[config.mk]
export PLATFORM = sky130hd
export DESIGN_NAME = pcbd_cell
export DESIGN_NICKNAME = d
export VERILOG_FILES = /design/src/rtl/prefix_code_bit_decoder_defines.svh /design/src/rtl/pcbd_pkg.sv /design/src/rtl/pcbd_cell.sv
export SDC_FILE = /design/constraint.sdc
export NUM_CORES = 1
export LEC_CHECK = 0
export BUFFER_PORTS_ARGS = -buffer_cell sky130_fd_sc_hd__buf_2
export CAP_MARGIN = 20
export CORE_ASPECT_RATIO = 0.6
export CORE_MARGIN = 2
export CORE_UTILIZATION = 51
export CTS_BUF_LIST = sky130_fd_sc_hd__clkbuf_8
export CTS_CLUSTER_SIZE = 20
export DETAILED_ROUTE_END_ITERATION = 10
export PLACE_DENSITY = 0.89
export REMOVE_ABC_BUFFERS = 1
export SLEW_MARGIN = 20
export SYNTH_ARGS = -nofsm -noshare
export SYNTH_HDL_FRONTEND = slang
export SYNTH_SLANG_ARGS = --single-unit
[constraint.sdc]
create_clock -name clk -period 2.2 [get_ports clk]
set_clock_uncertainty 0.1 [all_clocks]
set_input_delay 0.44 -clock clk [delete_from_list [all_inputs] [get_ports clk]]
set_output_delay 0.44 -clock clk [all_outputs]
set_load 0.005 [all_outputs]
[src/rtl/prefix_code_bit_decoder_defines.svh]
// ---------------------------------------------------------------------------
// prefix_code_bit_decoder_defines
// Assertion macros shared by the decoder RTL.
// ---------------------------------------------------------------------------
`ifndef PREFIX_CODE_BIT_DECODER_DEFINES_SVH
`define PREFIX_CODE_BIT_DECODER_DEFINES_SVH

// same-cycle implication, checked out of reset
`define PCBD_ASSERT_IMP(lbl, ante, cons) \
    lbl: assert property (@(posedge clk) disable iff (!rst_n) (ante) |-> (cons)) \
        else $error("pcbd assertion failed");

// next-cycle implication, checked out of reset
`define PCBD_ASSERT_NXT(lbl, ante, cons) \
    lbl: assert property (@(posedge clk) disable iff (!rst_n) (ante) |=> (cons)) \
        else $error("pcbd assertion failed");

`endif

[src/rtl/pcbd_pkg.sv]
// ---------------------------------------------------------------------------
// pcbd_pkg
// Constants and types of the prefix-code bit decoder.
// ---------------------------------------------------------------------------
package pcbd_pkg;

    localparam int MAX_CODE_LEN = 16;
    localparam int NUM_SYMBOLS  = 256;

    localparam int SYM_W  = 8;
    localparam int CODE_W = 16;
    localparam int LENF_W = 5;
    localparam int ACC_W  = MAX_CODE_LEN;
    localparam int CNT_W  = $clog2(MAX_CODE_LEN + 1);
    localparam int IDX_W  = (NUM_SYMBOLS > 1) ? $clog2(NUM_SYMBOLS) : 1;
    localparam int CMP_W  = (MAX_CODE_LEN > CODE_W) ? MAX_CODE_LEN : CODE_W;

    // priority pick: groups of cells resolved per stage
    localparam int GRP    = 16;
    localparam int GRP_W  = $clog2(GRP);
    localparam int NGRP   = (NUM_SYMBOLS + GRP - 1) / GRP;
    localparam int NGRP_W = (NGRP > 1) ? $clog2(NGRP) : 1;

    localparam logic REQ_LOAD   = 1'b0;
    localparam logic REQ_DECODE = 1'b1;

    localparam logic STAT_OK    = 1'b0;
    localparam logic STAT_ERROR = 1'b1;

    typedef enum logic [1:0] {
        ST_IDLE,
        ST_MATCH,
        ST_GROUP,
        ST_FINAL
    } pcbd_state_t;

    typedef struct packed {
        logic              we;
        logic [SYM_W-1:0]  symbol;
        logic [CODE_W-1:0] code;
        logic [LENF_W-1:0] length;
    } pcbd_load_t;

    typedef struct packed {
        logic [ACC_W-1:0] acc;
        logic [CNT_W-1:0] count;
    } pcbd_probe_t;

endpackage

[src/rtl/pcbd_cell.sv]
// ---------------------------------------------------------------------------
// pcbd_cell
// One table entry: stores code and length, compares against the accumulator.
// ---------------------------------------------------------------------------
module pcbd_cell
    import pcbd_pkg::*;
(
    input  logic             clk,
    input  logic             rst_n,
    input  logic [IDX_W-1:0] index,
    input  pcbd_load_t       load,
    input  pcbd_probe_t      probe,
    output logic             match
);

    logic              valid_reg;
    logic              valid_next;
    logic [CODE_W-1:0] code_reg;
    logic [LENF_W-1:0] len_reg;
    logic              match_reg;
    logic              match_next;
    logic              sel;
    logic [CODE_W-1:0] mask;

    assign sel        = load.we && (load.symbol == SYM_W'(index));
    assign mask       = ~({CODE_W{1'b1}} << load.length);
    assign valid_next = (load.length != '0) && (32'(load.length) <= MAX_CODE_LEN);
    assign match_next = valid_reg
                     && (32'(len_reg) == 32'(probe.count))
                     && (CMP_W'(code_reg) == CMP_W'(probe.acc));

    always_ff @(posedge clk or negedge rst_n)
    begin
        if (!rst_n)
        begin
            valid_reg <= 1'b0;
            match_reg <= 1'b0;
        end
        else
        begin
            if (sel)
                valid_reg <= valid_next;
            match_reg <= match_next;
        end
    end

    always_ff @(posedge clk)
    begin
        if (sel)
        begin
            code_reg <= load.code & mask;
            len_reg  <= load.length;
        end
    end

    assign match = match_reg;

endmodule

==> insert_results.sql <==
INSERT INTO impl_metrics (metric_group, metric, value, unit) VALUES
('run_status', 'run_status', 'finished, final reports clean', ''),
('global_route', 'grt_first_pass_wirelength', '4200', 'um'),
('setup_path', 'timing.critical_path.slowest_cell_delay', '0.31', 'ns'),
('route', 'detail-route-antenna-nets', '0', ''),
('sta', 'final_hold_vio_count', '0', ''),
('setup_path', 'crit_path_start', 'index[5]', ''),
('clock_network', 'clk_pin_slew_worst_paths', '0.08', 'ns'),
('cells_and_area', 'layout_commonest_cell', 'buf_2', ''),
('pwr', 'power-per-cell-area', '526', 'mW/mm^2'),
('floorplanning', 'initial_core_util', '56.6', '%'),
('placed_design', 'gp_routability_congestion', '0.784', ''),
('setup_path', 'timing.critical_path.to', 'valid_reg', ''),
('pwr', 'seq_power_share', '55.0', '%'),
('global_route', 'antenna_found_initial', '0', ''),
('sta', 'unrepaired_setup_endpoints_after_global_routing', 'no', ''),
('pwr', 'p_comb_share', '16.0', '%'),
('global_route', 'first_global_vias', '967', ''),
('sta', 'slew_headroom', '72.6', '%'),
('placed_design', 'hpwl', '2110', 'um'),
('global_route', 'globalRouteOverflowTotal', '0', ''),
('sta', 'report.final.setup_viol', '0', ''),
('cells_and_area', 'insertedDiodeCount', '0', ''),
('clock_network', 'cts_max_path_buffers', '2', ''),
('setup_path', 'reg2reg_setup_slack', '0.78', 'ns'),
('flow_run', 'drv_cap', '0', ''),
('pwr', 'switching_share', '21.9', '%'),
('setup_path', 'worst_setup_path_start_kind', 'primary input', ''),
('setup_path', 'worst-endpoint-required', '2.25', 'ns'),
('synthesis', 'synthCells', '103', ''),
('clock_network', 'worstSkewPairLatency', '0.26', 'ns'),
('synthesis', 'synthDominantCellAreaShare', '49.3', '%'),
('cells_and_area', 'n_fill_cell', '173', ''),
('cells_and_area', 'layoutNonFillerInstCount', '196', ''),
('global_route', 'grt_util_all_layers', '19.7', '%'),
('global_route', 'gr-usage-met1', '25.3', '%'),
('floorplanning', 'top_level_pins', '62', ''),
('floorplanning', 'floorplan.core_area', '0.00226', 'sq mm'),
('pwr', 'power_share_of_the_clock_group', '29.0', '%'),
('floorplanning', 'core.rowCount', '13', ''),
('setup_path', 'worst_r2r_startpoint', 'code_reg[10]', ''),
('placed_design', 'dp.cells', '191', ''),
('floorplanning', 'dieArea', '0.00294', 'sq mm'),
('synthesis', 'synth_sequential_area_ratio', '53.2', '%'),
('route', 'drt_drc', '0', ''),
('route', 'post_drt_wl_per_cell', '13.5', 'um'),
('cells_and_area', 'area_delta_synth_final', '30.3', '%'),
('cells_and_area', 'finish.utilization', '73.7', '%'),
('synthesis', 'post_synth_num_cell_types', '26', ''),
('setup_path', 'data_arrival_time_of_the_worst_path', '1.60', 'ns'),
('pwr', 'power.internal', '684', 'uW'),
('hold_path', 'holdCritPathClass', 'primary input to register', ''),
('clock_network', 'cts_tree', 'built', ''),
('cells_and_area', 'largest_register_ffs', '16', ''),
('sta', 'final.setup.tns', '0', 'ns'),
('synthesis', 'ys_ff_latch', '23', ''),
('setup_path', 'reg2reg_depth', '4', ''),
('setup_path', 'critical-path-slowest-cell', 'mux2_4', ''),
('cells_and_area', 'commonest_cells_after_routing_fill_and_taps_aside', 'buf_2 (61), edfxtp_1 (21), xor2_1 (20)', ''),
('synthesis', 'post_synth.cell_area_avg', '12.4', 'sq um'),
('setup_path', 'critical_path.cell_chain', 'buf_2 > xnor2_1 > nand4_1 > nor3_2 > buf_12 > mux2_4', ''),
('synthesis', 'synth_area', '0.00128', 'sq mm'),
('pwr', 'switchingPower', '192', 'uW'),
('clock_network', 'clk_root_buffer_cell', 'clkbuf_8', ''),
('route', 'routed_via_density', '5.02', ''),
('route', 'routed_wirelength', '2650', 'um'),
('clock_network', 'clkSinkCount', '23', ''),
('cells_and_area', 'finalNetCount', '228', ''),
('route', 'detailroute.via_count', '984', ''),
('sta', 'min_period', '1.55', 'ns'),
('global_route', 'pin_count_of_the_biggest_net_entering_global_routing', '23', ''),
('clock_network', 'cts_resized', '0', '');
## final cells by class
cell class | count | area (sq um) | area share (%)
Sequential cell | 23 | 681 | 40.8
Multi-Input combinational cell | 76 | 567 | 34.0
Timing Repair Buffer | 63 | 335 | 20.1
Clock buffer | 3 | 41.3 | 2.48
Tap cell | 30 | 37.5 | 2.25
Clock inverter | 1 | 5.00 | 0.300
## per-stage QoR
step	cell area, sq um	worst slack, ns	hold slack [ns]	power, uW
after floorplan	1250	-0.0200	0.0444	549
after global placement	1610	0.414	0.125	625
after detailed placement	1610	0.366	0.128	631
after CTS	1670	0.648	0.352	882
after global routing	1670	0.562	0.346	922
final	1670	0.655	0.353	876
## what timing repair did
action	in CTS	in global routing
hold buffers	1	0
hold endpoints to repair	2	0
setup buffers	0	0
## worst min path at each step
| stage | slack (ns) | cells after the start | start | end |
|---|---|---|---|---|
| detailed placement | 0.13 | 1 | rst_n | match |
| global route | 0.35 | 2 | load[17] | code_reg[12] |
| CTS | 0.35 | 2 | load[17] | code_reg[12] |
| finish | 0.35 | 2 | load[17] | code_reg[12] |
| floorplan | 0.04 | 0 | rst_n | match |
| global placement | 0.13 | 1 | rst_n | match |
## synthesized netlist by cell type
cell and instances:
a21boi_0 5, a21oi_1 2, a31oi_1 1, and2_1 1, buf_2 1, buf_6 2
clkbuf_1 1, dfrtp_1 2, edfxtp_1 21, mux2_4 1, nand2_1 4, nand2b_1 1
nand3_1 3, nand4_1 2, nor2_1 5, nor2b_1 5, nor3_1 1, nor3_2 1
nor4_1 5, nor4_4 1, o21a_1 5, o21ai_0 1, o31a_1 1, o41a_1 1
xnor2_1 10, xor2_1 20
## critical path, delay by kind of cell
kind / cells / cell delay, ns
and+or+nand+nor: 2 / 0.37
xor gates and xnor gates: 1 / 0.16
buffers and inverters: 2 / 0.32
muxes: 1 / 0.31
## metal layers
metal | vias up | routed length (um)
met5 | - | 0
met4 | 0 | 6
met3 | 2 | 161
met2 | 35 | 1290
met1 | 451 | 1180
li1 | 496 | -
## cells by family after synthesis
| group | count (synthesis) | synth area share [%] |
|---|---|---|
| xor gates and xnor gates | 30 | 20.5 |
| and+or+nand+nor | 29 | 13.5 |
| DFF | 23 | 53.2 |
| AOI/OAI and AO/OA | 16 | 9.10 |
| buffers and inverters | 4 | 2.45 |
| muxes | 1 | 1.17 |
## power groups by stage
stage	Clock [uW]	Sequential (uW)	Combinational [uW]
after floorplan	0	492	57.1
after global placement	0	492	133
after detailed placement	0	492	139
after CTS	258	482	142
after global routing	283	482	157
final	254	482	140
Power figures use the tool's default switching activity.
