<file path="config.mk">
export PLATFORM = sky130hd
export DESIGN_NAME = pcbd_pick
export DESIGN_NICKNAME = d
export VERILOG_FILES = /design/src/rtl/prefix_code_bit_decoder_defines.svh /design/src/rtl/pcbd_pkg.sv /design/src/rtl/pcbd_pick.sv
export SDC_FILE = /design/constraint.sdc
export NUM_CORES = 1
export LEC_CHECK = 0
export ABC_AREA = 1
export BUFFER_PORTS_ARGS = -buffer_cell sky130_fd_sc_hd__buf_2
export CAP_MARGIN = 20
export CORE_ASPECT_RATIO = 1.1
export CORE_MARGIN = 2
export CORE_UTILIZATION = 35
export CTS_BUF_LIST = sky130_fd_sc_hd__clkbuf_2
export DETAILED_ROUTE_END_ITERATION = 10
export PLACE_DENSITY = 0.66
export SLEW_MARGIN = 40
export SYNTH_ARGS = -nofsm -noshare
export SYNTH_HDL_FRONTEND = slang
export SYNTH_SLANG_ARGS = --single-unit
</file>
<file path="constraint.sdc">
create_clock -name clk -period 1.96 [get_ports clk]
set_input_delay 0.49 -clock clk [delete_from_list [all_inputs] [get_ports clk]]
set_output_delay 0.49 -clock clk [all_outputs]
set_load 0.05 [all_outputs]
</file>
<file path="src/rtl/prefix_code_bit_decoder_defines.svh">
// ---------------------------------------------------------------------------
// prefix_code_bit_decoder_defines
// Assertion macros shared by the decoder RTL.
// ---------------------------------------------------------------------------
`ifndef PREFIX_CODE_BIT_DECODER_DEFINES_SVH
`define PREFIX_CODE_BIT_DECODER_DEFINES_SVH

// same-cycle implication, checked out of reset
`define PCBD_ASSERT_IMP(lbl, ante, cons) \
    lbl: assert property (@(posedge clk) disable iff (!rst_n) (ante) |-> (cons)) \
        else $error("pcbd assertion failed");

// next-cycle implication, checked out of reset
`define PCBD_ASSERT_NXT(lbl, ante, cons) \
    lbl: assert property (@(posedge clk) disable iff (!rst_n) (ante) |=> (cons)) \
        else $error("pcbd assertion failed");

`endif

</file>
<file path="src/rtl/pcbd_pkg.sv">
// ---------------------------------------------------------------------------
// pcbd_pkg
// Constants and types of the prefix-code bit decoder.
// ---------------------------------------------------------------------------
package pcbd_pkg;

    localparam int MAX_CODE_LEN = 16;
    localparam int NUM_SYMBOLS  = 256;

    localparam int SYM_W  = 8;
    localparam int CODE_W = 16;
    localparam int LENF_W = 5;
    localparam int ACC_W  = MAX_CODE_LEN;
    localparam int CNT_W  = $clog2(MAX_CODE_LEN + 1);
    localparam int IDX_W  = (NUM_SYMBOLS > 1) ? $clog2(NUM_SYMBOLS) : 1;
    localparam int CMP_W  = (MAX_CODE_LEN > CODE_W) ? MAX_CODE_LEN : CODE_W;

    // priority pick: groups of cells resolved per stage
    localparam int GRP    = 16;
    localparam int GRP_W  = $clog2(GRP);
    localparam int NGRP   = (NUM_SYMBOLS + GRP - 1) / GRP;
    localparam int NGRP_W = (NGRP > 1) ? $clog2(NGRP) : 1;

    localparam logic REQ_LOAD   = 1'b0;
    localparam logic REQ_DECODE = 1'b1;

    localparam logic STAT_OK    = 1'b0;
    localparam logic STAT_ERROR = 1'b1;

    typedef enum logic [1:0] {
        ST_IDLE,
        ST_MATCH,
        ST_GROUP,
        ST_FINAL
    } pcbd_state_t;

    typedef struct packed {
        logic              we;
        logic [SYM_W-1:0]  symbol;
        logic [CODE_W-1:0] code;
        logic [LENF_W-1:0] length;
    } pcbd_load_t;

    typedef struct packed {
        logic [ACC_W-1:0] acc;
        logic [CNT_W-1:0] count;
    } pcbd_probe_t;

endpackage

</file>
<file path="src/rtl/pcbd_pick.sv">
// ---------------------------------------------------------------------------
// pcbd_pick
// Two-stage lowest-index pick over the cell match flags.
// ---------------------------------------------------------------------------
module pcbd_pick
    import pcbd_pkg::*;
(
    input  logic                   clk,
    input  logic                   rst_n,
    input  logic [NUM_SYMBOLS-1:0] match,
    output logic                   hit,
    output logic [IDX_W-1:0]       idx
);

    logic [NGRP*GRP-1:0] padded;
    logic [NGRP-1:0]     ghit_reg;
    logic [NGRP-1:0]     ghit_next;
    logic [GRP_W-1:0]    gidx_reg  [NGRP];
    logic [GRP_W-1:0]    gidx_next [NGRP];
    logic [NGRP_W-1:0]   gsel;

    assign padded = (NGRP*GRP)'(match);

    always_comb
    begin
        for (int g = 0; g < NGRP; g++)
        begin
            ghit_next[g] = 1'b0;
            gidx_next[g] = '0;
            for (int b = GRP - 1; b >= 0; b--)
            begin
                if (padded[g*GRP + b])
                begin
                    ghit_next[g] = 1'b1;
                    gidx_next[g] = GRP_W'(b);
                end
            end
        end
    end

    always_ff @(posedge clk or negedge rst_n)
    begin
        if (!rst_n)
            ghit_reg <= '0;
        else
            ghit_reg <= ghit_next;
    end

    always_ff @(posedge clk)
    begin
        for (int g = 0; g < NGRP; g++)
            gidx_reg[g] <= gidx_next[g];
    end

    always_comb
    begin
        hit  = 1'b0;
        gsel = '0;
        for (int g = NGRP - 1; g >= 0; g--)
        begin
            if (ghit_reg[g])
            begin
                hit  = 1'b1;
                gsel = NGRP_W'(g);
            end
        end
        idx = IDX_W'(32'(gsel) * GRP + 32'(gidx_reg[gsel]));
    end

endmodule

</file>
==> impl_results.md <==
* Mapped Avg Cell Area at ~6.0 um^2
* Max Transition Viols Final at 0
* Number of detailed-route iterations in the first pass at 8
* Placed wire-length estimate at ~14000 um
* Starting DRC count in detailed routing at around 270
* Netlist area before placement at about 5600 um^2
* Cell type with the highest occurrence count on the critical path: sky130_fd_sc_hd__nand2_1
* Row count at 48
* Buffers added on ports at between 200 and 300
* # IOs at around 270
* Final-stage net count at 1475
* Worst-Margin Slew at approximately 0.44 ns
* Crit-path slowest cell: sky130_fd_sc_hd__dfrtp_1
* Initial antenna violation count at 1
* Critical path type: flip-flop to output pin
* Crit path max fanout at 16
* Final count of negative-setup-slack endpoints at 9
* Worst setup slack after placement at -0.5970 ns
* Startpoint types: flip-flop
* Count of buffering cells on the critical path with inverters included at 3
* Vias/cell at roughly 4.7
* Flip-flop count of the largest register, all copies and words added at 64
* Final routed wirelength across all metal layers at approximately 17000 um
* CP Data Required Time at 1.47 ns
* Top cells by area in the synthesized netlist: sky130_fd_sc_hd__dfxtp_1 (23%), sky130_fd_sc_hd__inv_1 (16%), sky130_fd_sc_hd__nand3_1 (11%)
* Flop pwr share at 49.6%
* Clk sinks at 80
* EDFF count, synth at 0
* Area of the placeable core at about 16000 um^2
* Count of mapped cells out of synthesis at just over 900
* Postcts setup bufs at 0
* Summed negative setup slack over all endpoints at -7.585 ns
* Critical path endpoint category: output pin
* Via count of the first global-routing pass at between 6000 and 7000
* Area leader, netlist: sky130_fd_sc_hd__dfxtp_1
* Max Root-Sink Buffers at 2
* Maximum ir drop on the vdd rail at 278.5 uV
* Failing checks: DRC, setup timing
* Primary flip-flop cell chosen by synthesis mapping: sky130_fd_sc_hd__dfxtp_1
* Height of the die at between 100 and 150 um
* Relative slew margins at between 70% and 80%
* Wire length of the first global-routing pass at ~27000 um
* Clk pwr share at between 20% and 30%
* Count of nets left with antenna violations after detail routing at 0
* Async SR Flop Fraction at roughly 20%
* Total global-route track usage at between 10% and 20%
* Hold Path Stages at 2
* Horizontal extent of the die at 124.2 um
* Largest net degree at the start of global routing at 19
* Initial Utilization at 35.60%
* Final critical-path required period at just over 3 ns
* Clock buffers created by TritonCTS at 9
* Fin worst setup slack at -1.066 ns
* Most used standard cells in the synthesized netlist: sky130_fd_sc_hd__inv_1 (243), sky130_fd_sc_hd__nand3_1 (125), sky130_fd_sc_hd__nor2_1 (117), sky130_fd_sc_hd__a21oi_1 (94), sky130_fd_sc_hd__nand2_1 (86)
* Post-CTS clock slew at the launch and capture registers of the worst setup and hold paths at around 0.23 ns
* Share of the synthesized area in the top cell type at 23.05%
* Net Switching at 961.8 uW
* Die Area at about 17000 um^2
* PwrDens at around 450 nW/um^2
* Area Growth Syn to Fin at 38.06%
* DR vias at 6704
* Top achievable clock speed at around 0.33 GHz
* CTS tree: done
* Worst path top cell family by delay: simple AND/OR/NAND/NOR gates
* Crit-path cells: inv_1 > nand2_1 > nand2_1 > nand2_1 > nand2_1 > nand2_1 > nand2_1 > nand2_1 > nand2_1 > nand2_1 > nand2_1 > nand2_1 > nand2_2 > nand2_8 > buf_16 > nand3b_1 > nand3_1 > nand3_1 > nand3_2 > nand2_4 > buf_8
* # DRC at 1
* RD Place Congestion at 0.9229
* Unrepaired setup endpoints after global routing: true
* Proportion of synthesized chip area in sequential cells at 30.25%
* Arrival time at the worst endpoint at 2.54 ns
* Most frequent cell after synthesis: sky130_fd_sc_hd__inv_1
* Clk Tree Root Cell: sky130_fd_sc_hd__clkbuf_2
* Number of cells in the finished layout apart from fillers at 1423
* Yosys warnings at 0
* Fraction of final layout cells with drive strength greater than 1 at slightly below 30%
* Power after layout at approximately 3.4 mW
* Status: finished with violations
* Tightest Hold Check Type: input pin to flip-flop
* Cell-internal power at approximately 2.5 mW
* Syn nets at 1185
* Netlist cell types at 25
* Period utilization at 154.4%
* Fraction of power consumed by combinational cells at about 22%
* Leakage dissipation at ~4 nW
* Htree depth at 3
* Switching part of the total at 28.07%
* Hold-critical path endpoint: gidx_reg[3][0]
* Number of inserted filler cells in the final layout at between 1500 and 2000
* Overflow left after global routing at 0
* Synth Register Bits at 80
* Max cap viols at 0
* CP peak stage delay at ~0.44 ns
* Wire per inst at between 10 and 15 um
* Inst Count DP at 1403
* Hold path startpoint: match[48]
* Share of the core filled with cells at roughly 49%
* Hold violation count in the final report at 0
[per-stage QoR]
| stage | hold slack [ns] | instance area (um^2) |
|---|---|---|
| finish | 0.06870 | 7675 |
| global route | 0.01644 | 7675 |
| CTS | 0.04493 | 7657 |
| detailed placement | 0.4656 | 7388 |
| global placement | 0.4518 | 7388 |
| floorplan | 0.1944 | 5693 |
[cell type report]
type                    instances  area, um^2  share of cell area, %
multi-input cells             592        3050                  39.75
flip-flops and latches         80        1682                  21.91
clock buffers                  10       50.05                 0.6521
clock inverters                 6       82.58                  1.076
inverters                     245       925.9                  12.06
well taps                     200       250.2                  3.261
diodes                          1       2.502                0.03261
repair buffers                289        1632                  21.26
[power groups by stage]
stage | Combinational [mW] | Sequential, mW | Clock, mW
after CTS | 0.754 | 1.70 | 1.00
after floorplan | 0.345 | 1.73 | 0
final | 0.749 | 1.70 | 0.977
after global routing | 0.859 | 1.71 | 1.08
after detailed placement | 0.741 | 1.73 | 0
after global placement | 0.733 | 1.73 | 0
[cell families (layout without fill, tap and decap cells)]
kind of cell | after synthesis | after routing | synth area share [%]
DFF | 80 | 80 | 30.25
and+or+nand+nor | 431 | 432 | 36.06
other | 0 | 1 | 0
buffers and inverters | 256 | 550 | 17.98
AOI/OAI and AO/OA | 160 | 160 | 15.71
[worst max-delay path by stage]
stage	endpoint	slack [ns]	start	cells after the start
final	idx[2]	-1.07	ghit_reg[13]	21
after detailed placement	idx[3]	-0.60	ghit_reg[14]	22
after global placement	idx[1]	-0.57	ghit_reg[14]	22
after floorplan	idx[0]	-0.32	ghit_reg[9]	7
after CTS	idx[1]	-1.08	ghit_reg[14]	22
after global routing	idx[2]	-1.32	ghit_reg[15]	21
[layout by cell type, fill, tap and decap left out, types with 2 or more instances in the layout]
| master | instances |
|---|---|
| sky130_fd_sc_hd__a21oi_1 | 94 |
| sky130_fd_sc_hd__buf_12 | 3 |
| sky130_fd_sc_hd__nand2_8 | 2 |
| sky130_fd_sc_hd__o21bai_1 | 2 |
| sky130_fd_sc_hd__nor3_1 | 49 |
| sky130_fd_sc_hd__nand3_1 | 105 |
| sky130_fd_sc_hd__clkinv_2 | 2 |
| sky130_fd_sc_hd__o311ai_0 | 16 |
| sky130_fd_sc_hd__clkbuf_2 | 10 |
| sky130_fd_sc_hd__inv_1 | 241 |
| sky130_fd_sc_hd__bufinv_16 | 2 |
| sky130_fd_sc_hd__buf_6 | 2 |
| sky130_fd_sc_hd__nand2_1 | 82 |
| sky130_fd_sc_hd__nand3_2 | 21 |
| sky130_fd_sc_hd__nand2_4 | 5 |
| sky130_fd_sc_hd__buf_4 | 20 |
| sky130_fd_sc_hd__o21ai_0 | 46 |
| sky130_fd_sc_hd__nor4_1 | 17 |
| sky130_fd_sc_hd__or2_2 | 16 |
| sky130_fd_sc_hd__dfxtp_1 | 64 |
| sky130_fd_sc_hd__buf_8 | 5 |
| sky130_fd_sc_hd__clkinv_1 | 2 |
| sky130_fd_sc_hd__nor2_1 | 117 |
| sky130_fd_sc_hd__nand3b_1 | 16 |
| sky130_fd_sc_hd__dfrtp_1 | 16 |
| sky130_fd_sc_hd__buf_2 | 257 |
[layer usage]
layer	track usage, %	up-vias	part of all wire [%]
li1	-	3553	-
met1	23.95	2908	43
met2	35.61	226	49
met3	2.852	17	6.9
met4	4.682	0	1.4
met5	0	-	0
[what timing repair did]
item | CTS | global route
gates resized for setup | 24 | 3
gates cloned | 2 | 0
endpoints found under the setup margin | 9 | 9
hold buffers | 1 | 0
hold endpoints to repair | 16 | 0
pin swaps | 5 | 1
Power figures use the tool's default switching activity.
